## src/rtl/core/lsr_pkg.sv

```systemverilog
// Shared types and constants for the linear setpoint ramp.
package lsr_pkg;

    localparam int AXES      = 4;
    localparam int MAX_STEPS = 65535;
    localparam int PORT_AXES = 4;
    localparam int POS_W     = 32;
    localparam int STEP_W    = POS_W + 1;
    localparam int CNT_W     = 16;
    localparam int ACT_W     = 2;
    localparam int AXIS_W    = (AXES > 1) ? $clog2(AXES) : 1;
    localparam int DIV_CNT_W = $clog2(STEP_W);

    typedef logic signed [POS_W-1:0]  pos_t;
    typedef logic signed [STEP_W-1:0] step_t;
    typedef logic [CNT_W-1:0]         cnt_t;

    typedef enum logic [ACT_W-1:0] {
        ACT_TICK        = 2'd0,
        ACT_START_HELD  = 2'd1,
        ACT_START_GIVEN = 2'd2,
        ACT_STOP        = 2'd3
    } action_t;

    typedef enum logic [1:0] {
        ST_IDLE,
        ST_LOAD,
        ST_WAIT
    } ramp_state_t;

    typedef struct packed {
        logic  done;
        step_t quotient;
    } div_result_t;

endpackage

```

## src/rtl/core/lsr_div.sv

```systemverilog
// Iterative signed-by-unsigned divider, one quotient bit per cycle, truncating toward zero.
module lsr_div
    import lsr_pkg::*;
(
    input  logic        clk,
    input  logic        rst_n,
    input  logic        go,
    input  step_t       dividend,
    input  cnt_t        divisor,
    output div_result_t result
);

    logic [CNT_W-1:0]     rem_reg;
    logic [CNT_W-1:0]     rem_next;
    logic [STEP_W-1:0]    quo_reg;
    logic [STEP_W-1:0]    quo_next;
    cnt_t                 dvs_reg;
    logic                 neg_reg;
    logic                 run_reg;
    logic                 done_reg;
    logic [DIV_CNT_W-1:0] cnt_reg;
    logic [CNT_W:0]       trial;
    logic [CNT_W:0]       diff;
    logic                 ge;
    logic [STEP_W-1:0]    magnitude;

    assign magnitude = dividend[STEP_W-1] ? (~dividend + 1'b1) : dividend;

    // Shift one dividend bit into the partial remainder, subtract when it fits.
    assign trial    = {rem_reg, quo_reg[STEP_W-1]};
    assign ge       = (trial >= {1'b0, dvs_reg});
    assign diff     = trial - {1'b0, dvs_reg};
    assign rem_next = ge ? diff[CNT_W-1:0] : trial[CNT_W-1:0];
    assign quo_next = {quo_reg[STEP_W-2:0], ge};

    always_ff @(posedge clk or negedge rst_n)
    begin
        if (!rst_n)
        begin
            run_reg  <= 1'b0;
            done_reg <= 1'b0;
            cnt_reg  <= '0;
        end
        else
        begin
            done_reg <= 1'b0;
            if (go)
            begin
                run_reg <= 1'b1;
                cnt_reg <= '0;
            end
            else if (run_reg)
            begin
                if (cnt_reg == DIV_CNT_W'(STEP_W - 1))
                begin
                    run_reg  <= 1'b0;
                    done_reg <= 1'b1;
                end
                cnt_reg <= cnt_reg + 1'b1;
            end
        end
    end

    always_ff @(posedge clk)
    begin
        if (go)
        begin
            rem_reg <= '0;
            quo_reg <= magnitude;
            dvs_reg <= divisor;
            neg_reg <= dividend[STEP_W-1];
        end
        else if (run_reg)
        begin
            rem_reg <= rem_next;
            quo_reg <= quo_next;
        end
    end

    assign result.done     = done_reg;
    assign result.quotient = neg_reg ? step_t'(~quo_reg + 1'b1) : step_t'(quo_reg);

endmodule

```

## src/rtl/core/linear_setpoint_ramp.sv

```systemverilog
// Multi-axis linear setpoint ramp generator, signed Q16.16 positions.
// Tick, stop and refused start: the result is registered at the transfer.
// Taken start: input stalls while the shared divider forms each axis step, one quotient
//   bit per cycle, one axis after another.
// Reset (rst_n, async, active low): held/origin/step zero, count done 0 of 1, not busy,
//   no result pending.
module linear_setpoint_ramp
    import lsr_pkg::*;
(
    input  logic               clk,
    input  logic               rst_n,
    input  logic               in_valid,
    output logic               in_stall,
    input  logic [ACT_W-1:0]   action,
    input  logic [CNT_W-1:0]   step_count,
    input  logic signed [31:0] target_0,
    input  logic signed [31:0] target_1,
    input  logic signed [31:0] target_2,
    input  logic signed [31:0] target_3,
    input  logic signed [31:0] start_0,
    input  logic signed [31:0] start_1,
    input  logic signed [31:0] start_2,
    input  logic signed [31:0] start_3,
    output logic               out_valid,
    input  logic               out_stall,
    output logic               accepted,
    output logic               point_valid,
    output logic signed [31:0] point_0,
    output logic signed [31:0] point_1,
    output logic signed [31:0] point_2,
    output logic signed [31:0] point_3
);

    // Ramp state.
    pos_t        held_reg   [AXES];
    pos_t        held_next  [AXES];
    pos_t        acc_reg    [AXES];   // origin + steps_done * step, tracked by addition
    pos_t        origin_reg [AXES];
    pos_t        tgt_reg    [AXES];
    step_t       step_reg   [AXES];
    cnt_t        done_cnt_reg;
    cnt_t        total_reg;
    logic        busy_reg;

    // Sequencer for the per-axis divisions.
    ramp_state_t state_reg;
    ramp_state_t state_next;
    logic [AXIS_W-1:0] axis_reg;
    logic        div_go;
    div_result_t div_res;
    step_t       dividend;

    // Result register.
    logic        out_valid_reg;
    logic        accepted_reg;
    logic        accepted_next;
    logic        pvalid_reg;
    logic        pvalid_next;
    pos_t        point_reg  [PORT_AXES];
    pos_t        point_next [PORT_AXES];

    // Decoded input.
    action_t     act;
    pos_t        tgt_in     [PORT_AXES];
    pos_t        start_in   [PORT_AXES];
    logic        in_fire;
    logic        is_start;
    logic        start_take;
    logic        tick_adv;
    cnt_t        n_sel;

    assign act = action_t'(action);

    assign tgt_in[0]   = target_0;
    assign tgt_in[1]   = target_1;
    assign tgt_in[2]   = target_2;
    assign tgt_in[3]   = target_3;
    assign start_in[0] = start_0;
    assign start_in[1] = start_1;
    assign start_in[2] = start_2;
    assign start_in[3] = start_3;

    // Take a new item only while no division runs and the result slot is free
    // or draining this cycle.
    assign in_stall = (state_reg != ST_IDLE) || (out_valid_reg && out_stall);
    assign in_fire  = in_valid && !in_stall;

    assign is_start   = (act == ACT_START_HELD) || (act == ACT_START_GIVEN);
    assign start_take = in_fire && is_start && !busy_reg;
    assign tick_adv   = in_fire && (act == ACT_TICK) && (done_cnt_reg < total_reg);

    // Zero steps count as one; clamp to the longest ramp.
    always_comb
    begin
        n_sel = (step_count == '0) ? cnt_t'(1) : step_count;
        if (n_sel > cnt_t'(MAX_STEPS))
        begin
            n_sel = cnt_t'(MAX_STEPS);
        end
    end

    // Next held point: on a valid tick, every axis takes its accumulated position plus its step, else hold.
    always_comb
    begin
        logic signed [POS_W+1:0] sum;
        for (int a = 0; a < AXES; a++)
        begin
            sum = {{2{acc_reg[a][POS_W-1]}}, acc_reg[a]}
                + {step_reg[a][STEP_W-1], step_reg[a]};
            held_next[a] = tick_adv ? sum[POS_W-1:0] : held_reg[a];
        end
    end

    // Every result shows the held point after the item; unused axes read zero.
    always_comb
    begin
        accepted_next = !(is_start && busy_reg);
        pvalid_next   = tick_adv;
        for (int p = 0; p < PORT_AXES; p++)
        begin
            point_next[p] = '0;
        end
        for (int a = 0; a < AXES; a++)
        begin
            point_next[a] = held_next[a];
        end
    end

    // Sequencer: load the divider for one axis, wait for its quotient, move on.
    always_comb
    begin
        state_next = state_reg;
        div_go     = 1'b0;
        case (state_reg)
            ST_IDLE:
            begin
                if (start_take)
                begin
                    state_next = ST_LOAD;
                end
            end
            ST_LOAD:
            begin
                div_go     = 1'b1;
                state_next = ST_WAIT;
            end
            ST_WAIT:
            begin
                if (div_res.done)
                begin
                    state_next = (axis_reg == AXIS_W'(AXES - 1)) ? ST_IDLE : ST_LOAD;
                end
            end
            default:
            begin
                state_next = ST_IDLE;
            end
        endcase
    end

    assign dividend = {tgt_reg[axis_reg][POS_W-1], tgt_reg[axis_reg]}
                    - {origin_reg[axis_reg][POS_W-1], origin_reg[axis_reg]};

    lsr_div u_div (
        .clk      (clk),
        .rst_n    (rst_n),
        .go       (div_go),
        .dividend (dividend),
        .divisor  (total_reg),
        .result   (div_res)
    );

    always_ff @(posedge clk or negedge rst_n)
    begin
        if (!rst_n)
        begin
            state_reg    <= ST_IDLE;
            axis_reg     <= '0;
            done_cnt_reg <= '0;
            total_reg    <= cnt_t'(1);
            busy_reg     <= 1'b0;
            for (int a = 0; a < AXES; a++)
            begin
                held_reg[a]   <= '0;
                acc_reg[a]    <= '0;
                origin_reg[a] <= '0;
                step_reg[a]   <= '0;
            end
        end
        else
        begin
            state_reg <= state_next;
            for (int a = 0; a < AXES; a++)
            begin
                held_reg[a] <= held_next[a];
            end

            if (in_fire)
            begin
                case (act)
                    ACT_TICK:
                    begin
                        if (tick_adv)
                        begin
                            done_cnt_reg <= done_cnt_reg + 1'b1;
                            busy_reg     <= 1'b1;
                            for (int a = 0; a < AXES; a++)
                            begin
                                acc_reg[a] <= held_next[a];
                            end
                        end
                        else
                        begin
                            busy_reg <= 1'b0;
                        end
                    end
                    ACT_STOP:
                    begin
                        done_cnt_reg <= total_reg;
                        busy_reg     <= 1'b0;
                    end
                    default:
                    begin
                        // Start: fix origin and count; steps follow from the divider.
                        if (!busy_reg)
                        begin
                            total_reg    <= n_sel;
                            done_cnt_reg <= '0;
                            busy_reg     <= 1'b1;
                            axis_reg     <= '0;
                            for (int a = 0; a < AXES; a++)
                            begin
                                origin_reg[a] <= (act == ACT_START_GIVEN) ? start_in[a]
                                                                          : held_reg[a];
                                acc_reg[a]    <= (act == ACT_START_GIVEN) ? start_in[a]
                                                                          : held_reg[a];
                            end
                        end
                    end
                endcase
            end

            if ((state_reg == ST_WAIT) && div_res.done)
            begin
                step_reg[axis_reg] <= div_res.quotient;
                axis_reg           <= axis_reg + 1'b1;
            end
        end
    end

    // Targets are only read by the divider; no reset needed.
    always_ff @(posedge clk)
    begin
        if (start_take)
        begin
            for (int a = 0; a < AXES; a++)
            begin
                tgt_reg[a] <= tgt_in[a];
            end
        end
    end

    // Output register: load on every input transfer, drop once taken.
    always_ff @(posedge clk or negedge rst_n)
    begin
        if (!rst_n)
        begin
            out_valid_reg <= 1'b0;
        end
        else if (in_fire)
        begin
            out_valid_reg <= 1'b1;
        end
        else if (!out_stall)
        begin
            out_valid_reg <= 1'b0;
        end
    end

    always_ff @(posedge clk)
    begin
        if (in_fire)
        begin
            accepted_reg <= accepted_next;
            pvalid_reg   <= pvalid_next;
            for (int p = 0; p < PORT_AXES; p++)
            begin
                point_reg[p] <= point_next[p];
            end
        end
    end

    assign out_valid   = out_valid_reg;
    assign accepted    = accepted_reg;
    assign point_valid = pvalid_reg;
    assign point_0     = point_reg[0];
    assign point_1     = point_reg[1];
    assign point_2     = point_reg[2];
    assign point_3     = point_reg[3];

    // The ramp position never passes its total.
    a_count_bound: assert property (@(posedge clk) disable iff (!rst_n)
        done_cnt_reg <= total_reg)
        else $error("step counter beyond ramp length");

    // A ramp always has at least one step.
    a_total_nonzero: assert property (@(posedge clk) disable iff (!rst_n)
        total_reg != '0)
        else $error("zero ramp length");

    // A quotient only arrives while the sequencer waits for it.
    a_div_done_wait: assert property (@(posedge clk) disable iff (!rst_n)
        div_res.done |-> (state_reg == ST_WAIT))
        else $error("divider result outside wait state");

    // A taken start launches the division sequence.
    a_start_launch: assert property (@(posedge clk) disable iff (!rst_n)
        start_take |=> (state_reg == ST_LOAD) && busy_reg)
        else $error("taken start did not launch division");

endmodule

```

## config.mk

```make
export PLATFORM = sky130hd
export DESIGN_NAME = linear_setpoint_ramp
export DESIGN_NICKNAME = d
export VERILOG_FILES = /design/src/rtl/core/lsr_pkg.sv /design/src/rtl/core/lsr_div.sv /design/src/rtl/core/linear_setpoint_ramp.sv
export SDC_FILE = /design/constraint.sdc
export NUM_CORES = 2
export LEC_CHECK = 0
export BUFFER_PORTS_ARGS = -buffer_cell sky130_fd_sc_hd__buf_4
export CORE_ASPECT_RATIO = 0.8
export CORE_MARGIN = 2
export CORE_UTILIZATION = 55
export CTS_CLUSTER_DIAMETER = 200
export CTS_CLUSTER_SIZE = 28
export DETAILED_ROUTE_END_ITERATION = 12
export PLACE_DENSITY = 0.75
export SKIP_CTS_REPAIR_TIMING = 1
export SYNTH_ARGS = -nofsm -noshare
export SYNTH_HDL_FRONTEND = slang
export SYNTH_HIERARCHICAL = 1
export SYNTH_SLANG_ARGS = --single-unit
```

## constraint.sdc

```tcl
create_clock -name clk -period 9.06 [get_ports clk]
set_input_delay 0.453 -clock clk [delete_from_list [all_inputs] [get_ports clk]]
set_output_delay 0.453 -clock clk [all_outputs]
set_load 0.02 [all_outputs]
```

; After elaboration in Yosys (flattened, before gate mapping)
; Memory sizes are Yosys's and may differ from the RTL's.
; Index checks and enable logic that the tools add are counted.
[totals]
latch_bits = 0
romBits = 0
mem_bits_rw = 256
register_bits = 630
inputBits = 278
n_memories = 2
[op_classes]
mul = 0
add_sub_neg = 11
bitwise = 6
magnitude_cmp = 5
n_reduce_logical = 26
n_div = 0
shift = 0
n_mux = 52
eq_ne = 15
[memory_table]
columns = name, depth, width, read_ports, rd_clocked_by_memory_dff, write_ports, line
row1 = point_reg, 4, 32, 4, 0, 4, linear_setpoint_ramp.sv:59  ; pos_t point_reg [PORT_AXES];
row2 = tgt_reg, 4, 32, 1, 0, 4, linear_setpoint_ramp.sv:39  ; pos_t tgt_reg [AXES];
[op_table]
columns = cell, count
row1 = 32-bit 2-to-1 mux, 10
row2 = 128-bit 2-to-1 mux, 2
row3 = 128-bit case mux with 2 select lines, 1
row4 = 33-bit 2-to-1 mux, 5
row5 = 132-bit bitwise mux, 1
row6 = 32-bit adder, 4
row7 = 16-bit 2-to-1 mux, 5
row8 = 33-bit by 1-bit adder with 33-bit output (second input constant), 2
row9 = 33-bit demux with 2-bit select, 1
row10 = 33-bit NOT, 2
row11 = 32-bit binary-select mux with 2-bit select, 1
row12 = 32-bit by 32-bit subtractor with 33-bit output, 1
row13 = 16-bit case mux with 2 select lines, 1
row14 = 17-bit by 16-bit greater-or-equal comparator with 1-bit output, 1
row15 = 16-bit by 1-bit adder with 16-bit output (second input constant), 1
row16 = 16-bit greater-than comparator (second input constant), 1
row17 = 16-bit zero test, 1
row18 = 16-bit less-than comparator, 1
row19 = 16-bit subtractor, 1
row20 = 1-bit 2-to-1 mux, 15
row21 = 2-bit 2-to-1 mux, 6
row22 = 6-bit 2-to-1 mux, 2
row23 = 2-bit by 1-bit inequality test with 1-bit output (second input constant), 5
row24 = 1-bit logical AND, 9
row25 = other kinds (21), 36

; Depth between registers and ports, before layout
[depth]
depth_word = 9
ltp_mapped = 22
mapped_depth_nobuf = 20

; Modules after synthesis
; The synthesis kept the hierarchy.
[modules_own_cells]
columns = module, instances, cells_each, seq_area_each_um2, area_each_um2
row1 = linear_setpoint_ramp, 1, 3569, 21511.9, 40385.0
row2 = lsr_div, 1, 567, 2021.9, 5139.9

; Worst setup path after synthesis
; No wires, ideal clock.
[synth_path]
path_kind = register to register
start = reg out_valid_reg (netlist: out_valid)
end = reg total_reg[10]
t_arrival_ns = 8.086
path_slack_ns = 0.641
setup_time_ns = 0.333
path_stages_with_launch = 9
required_time_ns = 8.727
path_cell_list = dfrtp_1 a211oi_2 nand2_1 inv_1 nand3_1 clkbuf_1 inv_2 clkbuf_1 o21ai_0
[synth_via]
elab_chain_len = 5
[synth_rtl]
columns = item, line
row1 = start: declaration, linear_setpoint_ramp.sv:54  ; logic out_valid_reg;
row2 = start signal: assignment, linear_setpoint_ramp.sv:268  ; out_valid_reg <= 1'b0;
row3 = start signal: assignment, linear_setpoint_ramp.sv:272  ; out_valid_reg <= 1'b1;
row4 = start signal: assignment, linear_setpoint_ramp.sv:276  ; out_valid_reg <= 1'b0;
row5 = 1-bit logical AND, linear_setpoint_ramp.sv:85  ; assign in_stall = (state_reg != ST_IDLE) || (out_valid_reg && out_stall);
row6 = 1-bit logical OR, linear_setpoint_ramp.sv:85
row7 = 1-bit zero test, linear_setpoint_ramp.sv:86  ; assign in_fire = in_valid && !in_stall;
row8 = 1-bit logical AND, linear_setpoint_ramp.sv:86
row9 = via in_fire, linear_setpoint_ramp.sv:66  ; logic in_fire;
row10 = 3-bit AND reduction (no source line), n/a
row11 = end signal: assignment, linear_setpoint_ramp.sv:180  ; total_reg <= cnt_t'(1);
row12 = end signal: assignment, linear_setpoint_ramp.sv:227  ; total_reg <= n_sel;
row13 = end: declaration, linear_setpoint_ramp.sv:42  ; cnt_t total_reg;
; The timed path passes the listed nets, and every way through them passes these cells.
; A chain may end at the register's enable or synchronous reset.

; Final worst setup path
[layout_path]
start = reg axis_reg[0]
end = reg u_div.quo_reg[31], data pin
[layout_via]
elab_chain_len = 9
[layout_rtl]
columns = item, line
row1 = start: declaration, linear_setpoint_ramp.sv:48  ; logic [AXIS_W-1:0] axis_reg;
row2 = start signal: assignment, linear_setpoint_ramp.sv:246  ; axis_reg <= axis_reg + 1'b1;
row3 = 2-bit NOT with 3-bit output (not written as such), linear_setpoint_ramp.sv:162  ; - {origin_reg[axis_reg][POS_W-1], origin_reg[axis_reg]};
row4 = 32-bit binary-select mux with 2-bit select, linear_setpoint_ramp.sv:162
row5 = 32-bit 2-to-1 mux (not written as such) (2 in series), linear_setpoint_ramp.sv:162
row6 = 32-bit by 32-bit subtractor with 33-bit output (*), linear_setpoint_ramp.sv:162
row7 = via dividend[27], linear_setpoint_ramp.sv:51  ; step_t dividend;
row8 = 33-bit NOT (*), lsr_div.sv:27  ; assign magnitude = dividend[STEP_W-1] ? (~dividend + 1'b1) : dividend;
row9 = 33-bit by 1-bit adder with 33-bit output (*), lsr_div.sv:27
row10 = 33-bit 2-to-1 mux (*), lsr_div.sv:27
row11 = 33-bit 2-to-1 mux (*), lsr_div.sv:66  ; if (go)
row12 = end signal: assignment, lsr_div.sv:69  ; quo_reg <= magnitude;
row13 = end signal: assignment, lsr_div.sv:76  ; quo_reg <= quo_next;
row14 = end: declaration, lsr_div.sv:15  ; logic [STEP_W-1:0] quo_reg;
; Mark *: on every way through the listed nets, which the timed path passes. The rest lies on a longest branch. The select of a mux whose other input is x is not followed.

==> flow_summary.yaml <==
run_status:
  status: "finished clean"
floorplanning:
  boundaryPins: 410
  die_height_um: 261
  fp.dieArea_um2: 85100
  fp-row-count: 94
  fp.dieW_um: 326
  start_util: 0.554
  core_um2: 82100
clocking:
  clk_pin_slew_ns: 0.11
  cts_tree: "yes"
  clk_latency_ns: 0.62
  clkSinkCount: 882
  cts.path.max_buffers: 3
  htreeDepth: 2
  cts_root_buffer: "clkbuf_16"
  cts_buffers: 37
drt:
  antenna_left: 0
  wl_per_cell_um: 23.0
  drc: 0
  first_pass_iters: 6
  vias_per_cell: 6.09
  dr_total_vias: 34100
  drtIter0Drc: 3512
  totalWireLength_um: 129000
sta:
  tightest_slew_ns: 1.38
  rsz0062_at_grt: "false"
  fmax_mhz: 162
  fin_ws_ns: 2.89
  slew_viol_final: 0
  setup_violations: 0
  finalHoldViolCount: 0
  fin_crit_ns: 6.17
  skew_ns: 0.0293
  timing.slew.headroom: 0.0733
  tns_ns: 0
  period_share: 0.681
final_layout:
  layout-drive-gt1-share: 0.181
  area_growth_pct: 12.8
  layout_common_cells: "nand2_1 (568), dfrtp_1 (555), buf_4 (431)"
  final_cells: 5606
  fin_nets: 4958
  layout_commonest_cell: "nand2_1"
  final_cell_area_um2: 51300
job:
  maxCapViolations: 0
worst_setup_path:
  worst_r2r_endpoint: "u_div/quo_reg[31]"
  critPathLaunch: "axis_reg[0]"
  r2r_cells: 17
  r2r_start: "axis_reg[0]"
  cp-start-kind: "flop"
  cp.arrival_ns: 6.50
  path_class: "flop to flop"
  end_kind: "flop"
  reg2reg_slack_ns: 2.89
  path_max_fanout: 27
  crit_end: "u_div/quo_reg[31]"
  critical_path_required_ns: 9.39
placed_design:
  gp_congestion: 0.961
  io_buffers: 409
  placed_area_um2: 49500
  pre_cts_ws_ns: 2.98
  numPlacedInstances: 5471
  place_hpwl_um: 93800
power_and_ir_drop:
  irDropWorstVdd_uv: 151
  p_leak_nw: 22.9
  p_per_area_nw_per_um2: 130
  pwr-share-seq: 0.622
  p_sw_frac: 0.229
  netSwitchingPower_w: 0.00153
  comb_power_share: 0.063
  power.total_w: 0.00667
  p_clk_frac: 0.315
  intPower_w: 0.00514
global_route:
  antenna_found_initial: 15
  grt_pass1_vias: 31800
  grt_max_degree: 167
  grt_pass1_wl_um: 193000
  grt-ovfl-total: 0
  gr-usage-all-layers: 0.296
worst_hold_path:
  worst_hold_path_type: "input port to flop"
synth:
  syn_avg_cell_area_um2: 11.0
  netlist_instances: 4134
  yosys_warnings: 6
  synth_fp_nets: 4617
  syn_area_um2: 45500
[layer usage]
layer / wire length (µm) / up-vias / GRT usage
li1: - / 15700 / -
met1: 59200 / 16900 / 0.462
met2: 54300 / 1414 / 0.423
met3: 12700 / 147 / 0.0617
met4: 2770 / 14 / 0.0686
met5: 94 / - / 0
[final cells by class]
class	count	area (µm²)
multi-input combinational	2918	20800
sequential	882	23500
timing repair buffer	504	4000
fill	6685	30800
tap	1104	1380
clock buffer	63	1070
antenna	1	2.50
clock inverter	2	25.0
inverter	132	510
[power groups by stage]
stage	registers (W)	clock network, W	logic, W
5_1_grt	0.00416	0.00226	0.000453
3_5_place_dp	0.00423	0	0.000391
6_report	0.00415	0.00210	0.000419
4_1_cts	0.00415	0.00213	0.000391
3_3_place_gp	0.00423	0	0.000387
2_1_floorplan	0.00423	0	0.000158
[worst min-delay path by stage]
stage	start	end	slack [ns]	depth (start not counted)
after floorplan	rst_n	acc_reg[0]	0.16	0
final	target_0[17]	tgt_reg[0][17]	0.02	1
after CTS	rst_n	acc_reg[102]	-0.09	1
after global placement	acc_reg[110]	acc_reg[110]	0.46	2
after detailed placement	total_reg[14]	u_div/dvs_reg[14]	0.46	0
after global routing	target_3[9]	tgt_reg[3][9]	-0.0007	1
[worst max-delay path, stage by stage (launching register included)]
cell	delay (ns)
dfrtp_4	0.85
buf_4	0.49
mux4_2	0.63
inv_1	0.10
ha_1	0.27
a21oi_1	0.17
o21ai_0	0.10
a21oi_1	0.24
o21ai_0	0.17
o21ai_0	0.49
o31ai_1	0.23
a41oi_1	0.44
xnor2_1	0.16
or4_1	0.61
or4_1	0.44
o21ai_0	0.21
xor2_1	0.20
a21oi_1	0.09
[metrics by stage]
stage	hold slack, ns	utilization
2_1_floorplan	0.157	-
3_5_place_dp	0.463	0.603
3_3_place_gp	0.457	0.603
6_report	0.0203	0.625
5_1_grt	-0.000675	0.625
4_1_cts	-0.0915	0.617
Power figures use the tool's default switching activity.
